==> config.mk <==
export PLATFORM = sky130hd
export DESIGN_NAME = operand_stack_dup_swap_unit_flat
export DESIGN_NICKNAME = d
export VERILOG_FILES = /design/src/hw/rtl/osdsu_pkg.sv /design/src/hw/rtl/osdsu_cmd_if.sv /design/src/hw/rtl/osdsu_res_if.sv /design/src/hw/rtl/osdsu_slot_ram.sv /design/src/hw/rtl/osdsu_shuffle.sv /design/src/hw/rtl/operand_stack_dup_swap_unit.sv /design/src/flat_wrapper.sv
export SDC_FILE = /design/constraint.sdc
export NUM_CORES = 2
export LEC_CHECK = 0
export BUFFER_PORTS_ARGS = -buffer_cell sky130_fd_sc_hd__buf_2
export CAP_MARGIN = 40
export CORE_UTILIZATION = 30
export DETAILED_ROUTE_END_ITERATION = 10
export GPL_ROUTABILITY_DRIVEN = 0
export REMOVE_ABC_BUFFERS = 1
export SYNTH_ARGS = -nofsm -noshare
export SYNTH_HDL_FRONTEND = slang
export SYNTH_HIERARCHICAL = 1
export SYNTH_SLANG_ARGS = --single-unit
==> constraint.sdc <==
create_clock -name clk -period 5.85 [get_ports clk]
set_input_delay 1.17 -clock clk [delete_from_list [all_inputs] [get_ports clk]]
set_output_delay 1.17 -clock clk [all_outputs]
set_load 0.05 [all_outputs]
==> src/hw/rtl/osdsu_pkg.sv <==
package osdsu_pkg;

  localparam int STACK_SLOTS_DEF = 64;
  localparam int SLOT_WIDTH_DEF  = 32;

  localparam int MODE_W   = 4;
  localparam int VALUE_W  = 32;
  localparam int DEPTH_W  = 7;
  localparam int STATUS_W = 2;
  localparam int CNT_W    = 3;

  localparam logic [MODE_W-1:0] MODE_PUSH    = 4'd0;
  localparam logic [MODE_W-1:0] MODE_POP     = 4'd1;
  localparam logic [MODE_W-1:0] MODE_POP2    = 4'd2;
  localparam logic [MODE_W-1:0] MODE_DUP     = 4'd3;
  localparam logic [MODE_W-1:0] MODE_DUP_X1  = 4'd4;
  localparam logic [MODE_W-1:0] MODE_DUP_X2  = 4'd5;
  localparam logic [MODE_W-1:0] MODE_DUP2    = 4'd6;
  localparam logic [MODE_W-1:0] MODE_DUP2_X1 = 4'd7;
  localparam logic [MODE_W-1:0] MODE_DUP2_X2 = 4'd8;
  localparam logic [MODE_W-1:0] MODE_SWAP    = 4'd9;

  typedef enum logic [STATUS_W-1:0] {
    ST_OK        = 2'd0,
    ST_UNDERFLOW = 2'd1,
    ST_OVERFLOW  = 2'd2
  } status_t;

  typedef enum logic [2:0] {
    S_IDLE,
    S_CHECK,
    S_READ,
    S_LOAD,
    S_WRITE,
    S_TOP,
    S_TOP_LOAD,
    S_DONE
  } state_t;

  typedef struct packed {
    logic             known;
    logic [CNT_W-1:0] need;
    logic [CNT_W-1:0] make;
  } op_info_t;

endpackage

==> src/hw/rtl/osdsu_cmd_if.sv <==
interface osdsu_cmd_if;
  import osdsu_pkg::*;

  logic               valid;
  logic               ready;
  logic [MODE_W-1:0]  mode;
  logic [VALUE_W-1:0] push_value;

  modport source (output valid, output mode, output push_value, input ready);
  modport sink (input valid, input mode, input push_value, output ready);
endinterface

==> src/hw/rtl/osdsu_res_if.sv <==
interface osdsu_res_if;
  import osdsu_pkg::*;

  logic                valid;
  logic                ready;
  logic [VALUE_W-1:0]  top_value;
  logic [DEPTH_W-1:0]  depth;
  logic [STATUS_W-1:0] status;

  modport source (output valid, output top_value, output depth, output status, input ready);
  modport sink (input valid, input top_value, input depth, input status, output ready);
endinterface

==> src/hw/rtl/osdsu_slot_ram.sv <==
module osdsu_slot_ram #(
  parameter int DEPTH = osdsu_pkg::STACK_SLOTS_DEF,
  parameter int WIDTH = osdsu_pkg::SLOT_WIDTH_DEF,
  localparam int AW = $clog2(DEPTH)
) (
  input  logic             clk,
  input  logic             wr_en,
  input  logic [AW-1:0]    wr_addr,
  input  logic [WIDTH-1:0] wr_data,
  input  logic             rd_en,
  input  logic [AW-1:0]    rd_addr,
  output logic [WIDTH-1:0] rd_data
);
  logic [WIDTH-1:0] mem [DEPTH];

  always_ff @(posedge clk) begin
    if (wr_en) begin
      mem[wr_addr] <= wr_data;
    end
  end

  always_ff @(posedge clk) begin
    if (rd_en) begin
      rd_data <= mem[rd_addr];
    end
  end
endmodule

==> src/hw/rtl/osdsu_shuffle.sv <==
module osdsu_shuffle #(
  parameter int SLOT_WIDTH = osdsu_pkg::SLOT_WIDTH_DEF
) (
  input  logic [osdsu_pkg::MODE_W-1:0] mode,
  input  logic [osdsu_pkg::CNT_W-1:0]  idx,
  input  logic [SLOT_WIDTH-1:0]        v [4],
  input  logic [SLOT_WIDTH-1:0]        push_value,
  output logic [SLOT_WIDTH-1:0]        wr_data,
  output osdsu_pkg::op_info_t          info
);
  import osdsu_pkg::*;

  logic [1:0] sel;
  logic       use_push;

  // slots consumed and produced
  always_comb begin
    info = '{known: 1'b1, need: 3'd0, make: 3'd0};
    case (mode)
      MODE_PUSH:    info = '{known: 1'b1, need: 3'd0, make: 3'd1};
      MODE_POP:     info = '{known: 1'b1, need: 3'd1, make: 3'd0};
      MODE_POP2:    info = '{known: 1'b1, need: 3'd2, make: 3'd0};
      MODE_DUP:     info = '{known: 1'b1, need: 3'd1, make: 3'd2};
      MODE_DUP_X1:  info = '{known: 1'b1, need: 3'd2, make: 3'd3};
      MODE_DUP_X2:  info = '{known: 1'b1, need: 3'd3, make: 3'd4};
      MODE_DUP2:    info = '{known: 1'b1, need: 3'd2, make: 3'd4};
      MODE_DUP2_X1: info = '{known: 1'b1, need: 3'd3, make: 3'd5};
      MODE_DUP2_X2: info = '{known: 1'b1, need: 3'd4, make: 3'd6};
      MODE_SWAP:    info = '{known: 1'b1, need: 3'd2, make: 3'd2};
      default:      info = '{known: 1'b0, need: 3'd0, make: 3'd0};
    endcase
  end

  // which popped slot lands at each new position, bottom first; v[0] is the old top
  always_comb begin
    sel      = 2'd0;
    use_push = 1'b0;
    case (mode)
      MODE_PUSH: use_push = 1'b1;
      MODE_DUP_X1: begin
        case (idx)
          3'd1:    sel = 2'd1;
          default: sel = 2'd0;
        endcase
      end
      MODE_DUP_X2: begin
        case (idx)
          3'd1:    sel = 2'd2;
          3'd2:    sel = 2'd1;
          default: sel = 2'd0;
        endcase
      end
      MODE_DUP2: begin
        case (idx)
          3'd0, 3'd2: sel = 2'd1;
          default:    sel = 2'd0;
        endcase
      end
      MODE_DUP2_X1: begin
        case (idx)
          3'd0, 3'd3: sel = 2'd1;
          3'd2:       sel = 2'd2;
          default:    sel = 2'd0;
        endcase
      end
      MODE_DUP2_X2: begin
        case (idx)
          3'd0, 3'd4: sel = 2'd1;
          3'd2:       sel = 2'd3;
          3'd3:       sel = 2'd2;
          default:    sel = 2'd0;
        endcase
      end
      MODE_SWAP: begin
        case (idx)
          3'd1:    sel = 2'd1;
          default: sel = 2'd0;
        endcase
      end
      default: sel = 2'd0;
    endcase
  end

  assign wr_data = use_push ? push_value : v[sel];
endmodule

==> src/hw/rtl/operand_stack_dup_swap_unit.sv <==
// sequence from command transfer to result valid: a check, then for a legal op a read and a load
// per slot popped and a write per slot produced (the write state is visited even when none is
// produced), then the top read and, when the stack is not empty, a top load
// throughput: one operation at a time; a new command is taken the cycle after the result transfer
// the sequencer moves one slot at a time through the slot memory (separate read and write ports)
// reset: rst clears the depth and the sequencer; the slot memory is not cleared
module operand_stack_dup_swap_unit #(
  parameter int STACK_SLOTS = osdsu_pkg::STACK_SLOTS_DEF,
  parameter int SLOT_WIDTH  = osdsu_pkg::SLOT_WIDTH_DEF
) (
  input logic         clk,
  input logic         rst,
  osdsu_cmd_if.sink   cmd,
  osdsu_res_if.source result
);
  import osdsu_pkg::*;

  localparam int DW = $clog2(STACK_SLOTS + 1);
  localparam int AW = $clog2(STACK_SLOTS);
  localparam int EW = DW + 3;

  state_t            state;
  state_t            state_next;
  logic [CNT_W-1:0]  cnt;
  logic [DW-1:0]     depth_q;
  logic [MODE_W-1:0] mode_q;
  logic [SLOT_WIDTH-1:0] pv_q;
  logic [SLOT_WIDTH-1:0] top_q;
  logic [SLOT_WIDTH-1:0] v [4];
  status_t           status_q;

  op_info_t          info;
  logic [SLOT_WIDTH-1:0] sh_data;
  logic [SLOT_WIDTH-1:0] rd_data;

  logic [EW-1:0] depth_ext;
  logic [EW-1:0] need_ext;
  logic [EW-1:0] new_depth;
  logic [EW-1:0] rd_full;
  logic [EW-1:0] wr_full;
  logic          underflow;
  logic          overflow;
  logic          last_read;
  logic          last_write;
  logic          rd_en;
  logic          wr_en;

  osdsu_shuffle #(.SLOT_WIDTH(SLOT_WIDTH)) u_shuffle (
    .mode       (mode_q),
    .idx        (cnt),
    .v          (v),
    .push_value (pv_q),
    .wr_data    (sh_data),
    .info       (info)
  );

  osdsu_slot_ram #(.DEPTH(STACK_SLOTS), .WIDTH(SLOT_WIDTH)) u_ram (
    .clk     (clk),
    .wr_en   (wr_en),
    .wr_addr (wr_full[AW-1:0]),
    .wr_data (sh_data),
    .rd_en   (rd_en),
    .rd_addr (rd_full[AW-1:0]),
    .rd_data (rd_data)
  );

  // shared address arithmetic and bound checks
  assign depth_ext  = EW'(depth_q);
  assign need_ext   = EW'(info.need);
  assign new_depth  = depth_ext + EW'(info.make) - need_ext;
  assign underflow  = depth_ext < need_ext;
  assign overflow   = new_depth > EW'(STACK_SLOTS);
  assign rd_full    = (state == S_TOP) ? depth_ext - EW'(1)
                                       : depth_ext - EW'(1) - EW'(cnt);
  assign wr_full    = depth_ext - need_ext + EW'(cnt);
  assign last_read  = (cnt == info.need - 3'd1);
  assign last_write = (info.make == 3'd0) || (cnt == info.make - 3'd1);

  always_comb begin
    state_next = state;
    case (state)
      S_IDLE:  if (cmd.valid) state_next = S_CHECK;
      S_CHECK: begin
        if (!info.known || underflow || overflow) begin
          state_next = S_TOP;
        end else if (info.need == 3'd0) begin
          state_next = S_WRITE;
        end else begin
          state_next = S_READ;
        end
      end
      S_READ:     state_next = S_LOAD;
      S_LOAD:     state_next = last_read ? S_WRITE : S_READ;
      S_WRITE:    if (last_write) state_next = S_TOP;
      S_TOP:      state_next = (depth_q == '0) ? S_DONE : S_TOP_LOAD;
      S_TOP_LOAD: state_next = S_DONE;
      S_DONE:     if (result.ready) state_next = S_IDLE;
      default:    state_next = S_IDLE;
    endcase
  end

  always_comb begin
    rd_en = 1'b0;
    wr_en = 1'b0;
    case (state)
      S_READ:  rd_en = 1'b1;
      S_TOP:   rd_en = (depth_q != '0);
      S_WRITE: wr_en = (info.make != 3'd0);
      default: begin
        rd_en = 1'b0;
        wr_en = 1'b0;
      end
    endcase
  end

  always_ff @(posedge clk) begin
    if (rst) begin
      state   <= S_IDLE;
      depth_q <= '0;
      cnt     <= '0;
    end else begin
      state <= state_next;
      case (state)
        S_CHECK: cnt <= '0;
        S_LOAD:  cnt <= last_read ? '0 : cnt + 3'd1;
        S_WRITE: begin
          if (last_write) begin
            cnt     <= '0;
            depth_q <= new_depth[DW-1:0];
          end else begin
            cnt <= cnt + 3'd1;
          end
        end
        default: cnt <= cnt;
      endcase
    end
  end

  always_ff @(posedge clk) begin
    case (state)
      S_IDLE: begin
        mode_q <= cmd.mode;
        pv_q   <= SLOT_WIDTH'(cmd.push_value);
      end
      S_CHECK: begin
        if (!info.known) begin
          status_q <= ST_OK;
        end else if (underflow) begin
          status_q <= ST_UNDERFLOW;
        end else if (overflow) begin
          status_q <= ST_OVERFLOW;
        end else begin
          status_q <= ST_OK;
        end
      end
      S_LOAD:     v[cnt[1:0]] <= rd_data;
      S_TOP:      top_q <= '0;
      S_TOP_LOAD: top_q <= rd_data;
      default:    top_q <= top_q;
    endcase
  end

  assign cmd.ready        = (state == S_IDLE);
  assign result.valid     = (state == S_DONE);
  assign result.top_value = VALUE_W'(top_q);
  assign result.depth     = DEPTH_W'(depth_q);
  assign result.status    = status_q;

  a_no_overlap: assert property (@(posedge clk) disable iff (rst)
    result.valid |-> !cmd.ready)
    else $error("command ready while result pending");

  a_depth_bound: assert property (@(posedge clk) disable iff (rst)
    depth_ext <= EW'(STACK_SLOTS))
    else $error("stack depth beyond capacity");

  a_write_in_range: assert property (@(posedge clk) disable iff (rst)
    wr_en |-> (wr_full < EW'(STACK_SLOTS)) && (wr_full >= depth_ext - need_ext))
    else $error("slot write outside the stack");

  a_fault_keeps_depth: assert property (@(posedge clk) disable iff (rst)
    (state == S_CHECK && (underflow || overflow)) |=> $stable(depth_q))
    else $error("faulting operation changed the depth");

  a_underflow_shallow: assert property (@(posedge clk) disable iff (rst)
    (result.valid && status_q == ST_UNDERFLOW) |-> (depth_ext < EW'(4)))
    else $error("underflow reported on a deep stack");
endmodule

==> src/flat_wrapper.sv <==
// flat-port wrapper written by rule: the top's interface ports become plain ports
module operand_stack_dup_swap_unit_flat import osdsu_pkg::*;
#(
  parameter int STACK_SLOTS = osdsu_pkg::STACK_SLOTS_DEF,
  parameter int SLOT_WIDTH  = osdsu_pkg::SLOT_WIDTH_DEF
)
  (clk, rst, cmd_valid, cmd_mode, cmd_push_value, cmd_ready, result_valid, result_top_value, result_depth, result_status, result_ready);
  osdsu_cmd_if cmd_i ();
  osdsu_res_if result_i ();
  input logic clk;
  input logic rst;
  input wire logic [$bits(cmd_i.valid)-1:0] cmd_valid;
  input wire logic [$bits(cmd_i.mode)-1:0] cmd_mode;
  input wire logic [$bits(cmd_i.push_value)-1:0] cmd_push_value;
  output wire logic [$bits(cmd_i.ready)-1:0] cmd_ready;
  output wire logic [$bits(result_i.valid)-1:0] result_valid;
  output wire logic [$bits(result_i.top_value)-1:0] result_top_value;
  output wire logic [$bits(result_i.depth)-1:0] result_depth;
  output wire logic [$bits(result_i.status)-1:0] result_status;
  input wire logic [$bits(result_i.ready)-1:0] result_ready;
  assign cmd_i.valid = cmd_valid;
  assign cmd_i.mode = cmd_mode;
  assign cmd_i.push_value = cmd_push_value;
  assign cmd_ready = cmd_i.ready;
  assign result_valid = result_i.valid;
  assign result_top_value = result_i.top_value;
  assign result_depth = result_i.depth;
  assign result_status = result_i.status;
  assign result_i.ready = result_ready;
  operand_stack_dup_swap_unit #(.STACK_SLOTS(STACK_SLOTS), .SLOT_WIDTH(SLOT_WIDTH)) u_core (.clk(clk), .rst(rst), .cmd(cmd_i), .result(result_i));
endmodule
==> qor.tcl <==
set qor(outcome) {finished, violations left}
set qor(failed_checks) {DRC}
set qor(clk-insertion-delay-late_ns) 0.87
set qor(synth_top_cells_by_area) {edfxtp_1 77%, mux4_2 14%, mux2i_1 1.1%}
set qor(crit_type) {reg -> reg}
set qor(drt_pre_antenna_iters) 9
set qor(die_w_um) 546
set qor(dpl.hpwl_mm) 148
set qor(achievable-frequency_ghz) 0.199
set qor(totalWireLength_mm) 237
set qor(rsz0062_at_grt) {no}
set qor(syn_to_final_growth_pct) 17.2
set qor(synth_seq_cells) 2291
set qor(ctsRootBufferMaster) {clkbuf_16}
set qor(cp-start-kind) {register}
set qor(multi_input_area_mm2) 0.0200
set qor(nNetsFinal) 4546
set qor(post-route-period-util) 0.860
set qor(tightest_slew_ns) 0.946
set qor(hold_viol) 0
set qor(postSynth.asyncResetShare) 0
set qor(slew-limit-headroom) 0.369
set qor(globalRouteOverflowTotal) 0
set qor(antenna_found_initial) 19
set qor(ratio_of_cells_with_drive_above_1_in_the_final_layout) 0.290
set qor(drt_iter0_drc) 5887
set qor(post_drt_via_cell_ratio) 5.13
set qor(critPathCaptureType) {register}
set qor(ys.flop_type) {edfxtp_1}
set qor(finalCriticalPeriod_ns) 5.03
set qor(total_number_of_placement_rows) 199
set qor(cts_made_buffers) 224
set qor(synth-edff-count) 2278
set qor(hold_ws_ns) 0.488
set qor(clkSinkCount) 2291
set qor(clk_pin_slew_worst_paths_ns) 0.06
set qor(post-synth-top-area-cell) {edfxtp_1}
set qor(ant_nets) 0
set qor(cell_area_after_synthesis_mm2) 0.0889
set qor(timing.critical_path.arrival_ns) 5.51
set qor(htreeDepth) 4
set qor(drcViolationCount) 17
set qor(global_route_wire_length_before_repair_mm) 334
set qor(area.sequential_mm2) 0.0687
set qor(fillCellCount) 26884
set qor(cp_data_required_time_ns) 6.33
set qor(cts.repair_timing.setup_buffer_count) 0
set qor(synthDistinctLibCells) 78
set qor(globalRouteTotalUtil) 0.156
set qor(worst-path-max-fanout) 30
set qor(hold_path.class) {in -> reg}
set qor(post_cts_resize_count) 0
set qor(via_count) 43967
set qor(drt-wirelength-per-cell_um) 27.7
set qor(post-route-util) 0.354
set qor(max_cap_viol_count) 0
set qor(fp.dieArea_mm2) 0.299
set qor(worst_clock_skew_ns) 0.0609
set qor(placeableCoreArea_mm2) 0.294
set qor(postCtsHoldBufs) 0
set qor(synth-warning-count) 6
set qor(place.port_buffers) 82
set qor(die_height_um) 546
set qor(tritoncts) {done}
set qor(syn_area_per_cell_um2) 21.6
set qor(netlist_instances) 4118
set qor(first_global_vias) 43801
set qor(cts_buffer_depth) 3
set qor(synth_top_area_frac) 0.769
set qor(floorplan.initialDensity) 0.302
set qor(timing_max_transition_violations_final) 0
set qor(grt_start_max_net_pins) 69
set qor(final-setup-viol-count) 0
set qor(num_io_pins) 83
set qor(seq_area_frac_synth) 0.772
layer usage:
layer | up-vias | GRT usage | wire [um]
met3 | 332 | 0.0331 | 21100
li1 | 17973 | - | -
met1 | 23685 | 0.214 | 95700
met2 | 1977 | 0.249 | 112000
met5 | - | 0 | 0
met4 | 0 | 0.0475 | 7630
cell type report:
| type | instances | share of cell area |
|---|---|---|
| repair buffers | 350 | 0.0322 |
| multi-input cells | 1522 | 0.192 |
| diodes | 6 | 0.000144 |
| clock buffers | 267 | 0.0553 |
| inverters | 75 | 0.00270 |
| clock inverters | 133 | 0.0119 |
| well taps | 3919 | 0.0470 |
| flip-flops and latches | 2291 | 0.659 |
cells in the final DEF (no fill, tap or decap), types with 72 or more instances in the layout:
cell / n
inv_1: 75
buf_4: 193
nand2_1: 106
edfxtp_1: 2278
mux4_2: 544
clkbuf_16: 224
nor2_1: 100
buf_2: 82
mux2i_1: 100
o22ai_1: 84
a21oi_1: 72
critical path, cell delays in order (launching register included):
cell	delay (ns)
edfxtp_1	0.42
inv_1	0.14
ha_1	0.19
nor2_1	0.05
o21ai_0	0.45
fa_1	0.57
inv_1	0.10
ha_1	0.23
a21o_1	0.16
a21o_1	0.21
a21oi_1	0.15
o21bai_1	0.09
xnor2_1	0.16
buf_4	0.21
or3_1	0.73
nor2_4	0.25
buf_4	0.52
stage by stage:
stage	cell area (um2)	setup TNS [ns]	setup WS, ns	instances
floorplan	87800	-2521.40	-46.12	3888
global placement	97100	0	0.694	8149
detailed placement	97200	0	0.876	8157
CTS	104000	0	0.854	8557
global route	104000	0	0.665	8558
finish	104000	0	0.820	8563
cells by family (layout without fill, tap and decap cells):
family	count (synthesis)	after routing	synth area share
other cells	0	6	0
buf+inv	305	825	0.0157
flops	2291	2291	0.772
xor+xnor	19	19	0.00228
mux	644	644	0.149
compound gates	364	364	0.0297
fa+ha+maj	42	42	0.00650
simple gates	453	453	0.0245
worst paths after layout:
path                                                          start                                   to  slack, ns  cells after the start
worst max register to register           u_core/mode_q[0]$_DFFE_PP_    u_core/u_ram/mem[6][11]$_DFFE_PP_       0.82                     16
worst max-delay path                     u_core/mode_q[0]$_DFFE_PP_    u_core/u_ram/mem[6][11]$_DFFE_PP_       0.82                     16
worst min register to register  u_core/result.depth[4]$_SDFFE_PP0P_  u_core/result.depth[4]$_SDFFE_PP0P_       0.62                      2
worst min-delay path                             cmd_push_value[18]            u_core/pv_q[18]$_DFFE_PP_       0.49                      1
cells in the mapped netlist, drive strengths merged (35+ instances only):
cell type / count
a211oi: 38
a21oi: 74
a311oi: 40
and2: 42
buf: 125
clkbuf: 105
edfxtp: 2278
ha: 35
inv: 75
mux2i: 100
mux4: 544
nand2: 106
nor2: 162
nor3: 46
o22ai: 84
state kept, by name (all words and copies together) (netlist names):
| name | flops |
|---|---|
| u_core/cnt | 3 |
| u_core/mode_q | 4 |
| u_core/pv_q | 32 |
| u_core/result.depth | 7 |
| u_core/result.status | 2 |
| u_core/result.top_value | 32 |
| u_core/state | 3 |
| u_core/u_ram/mem | 2048 |
| u_core/u_ram/rd_data | 32 |
| u_core/v | 128 |
Power is not shown: default switching activity piles up to over one toggle a cycle in this logic, so the estimate is an artifact.
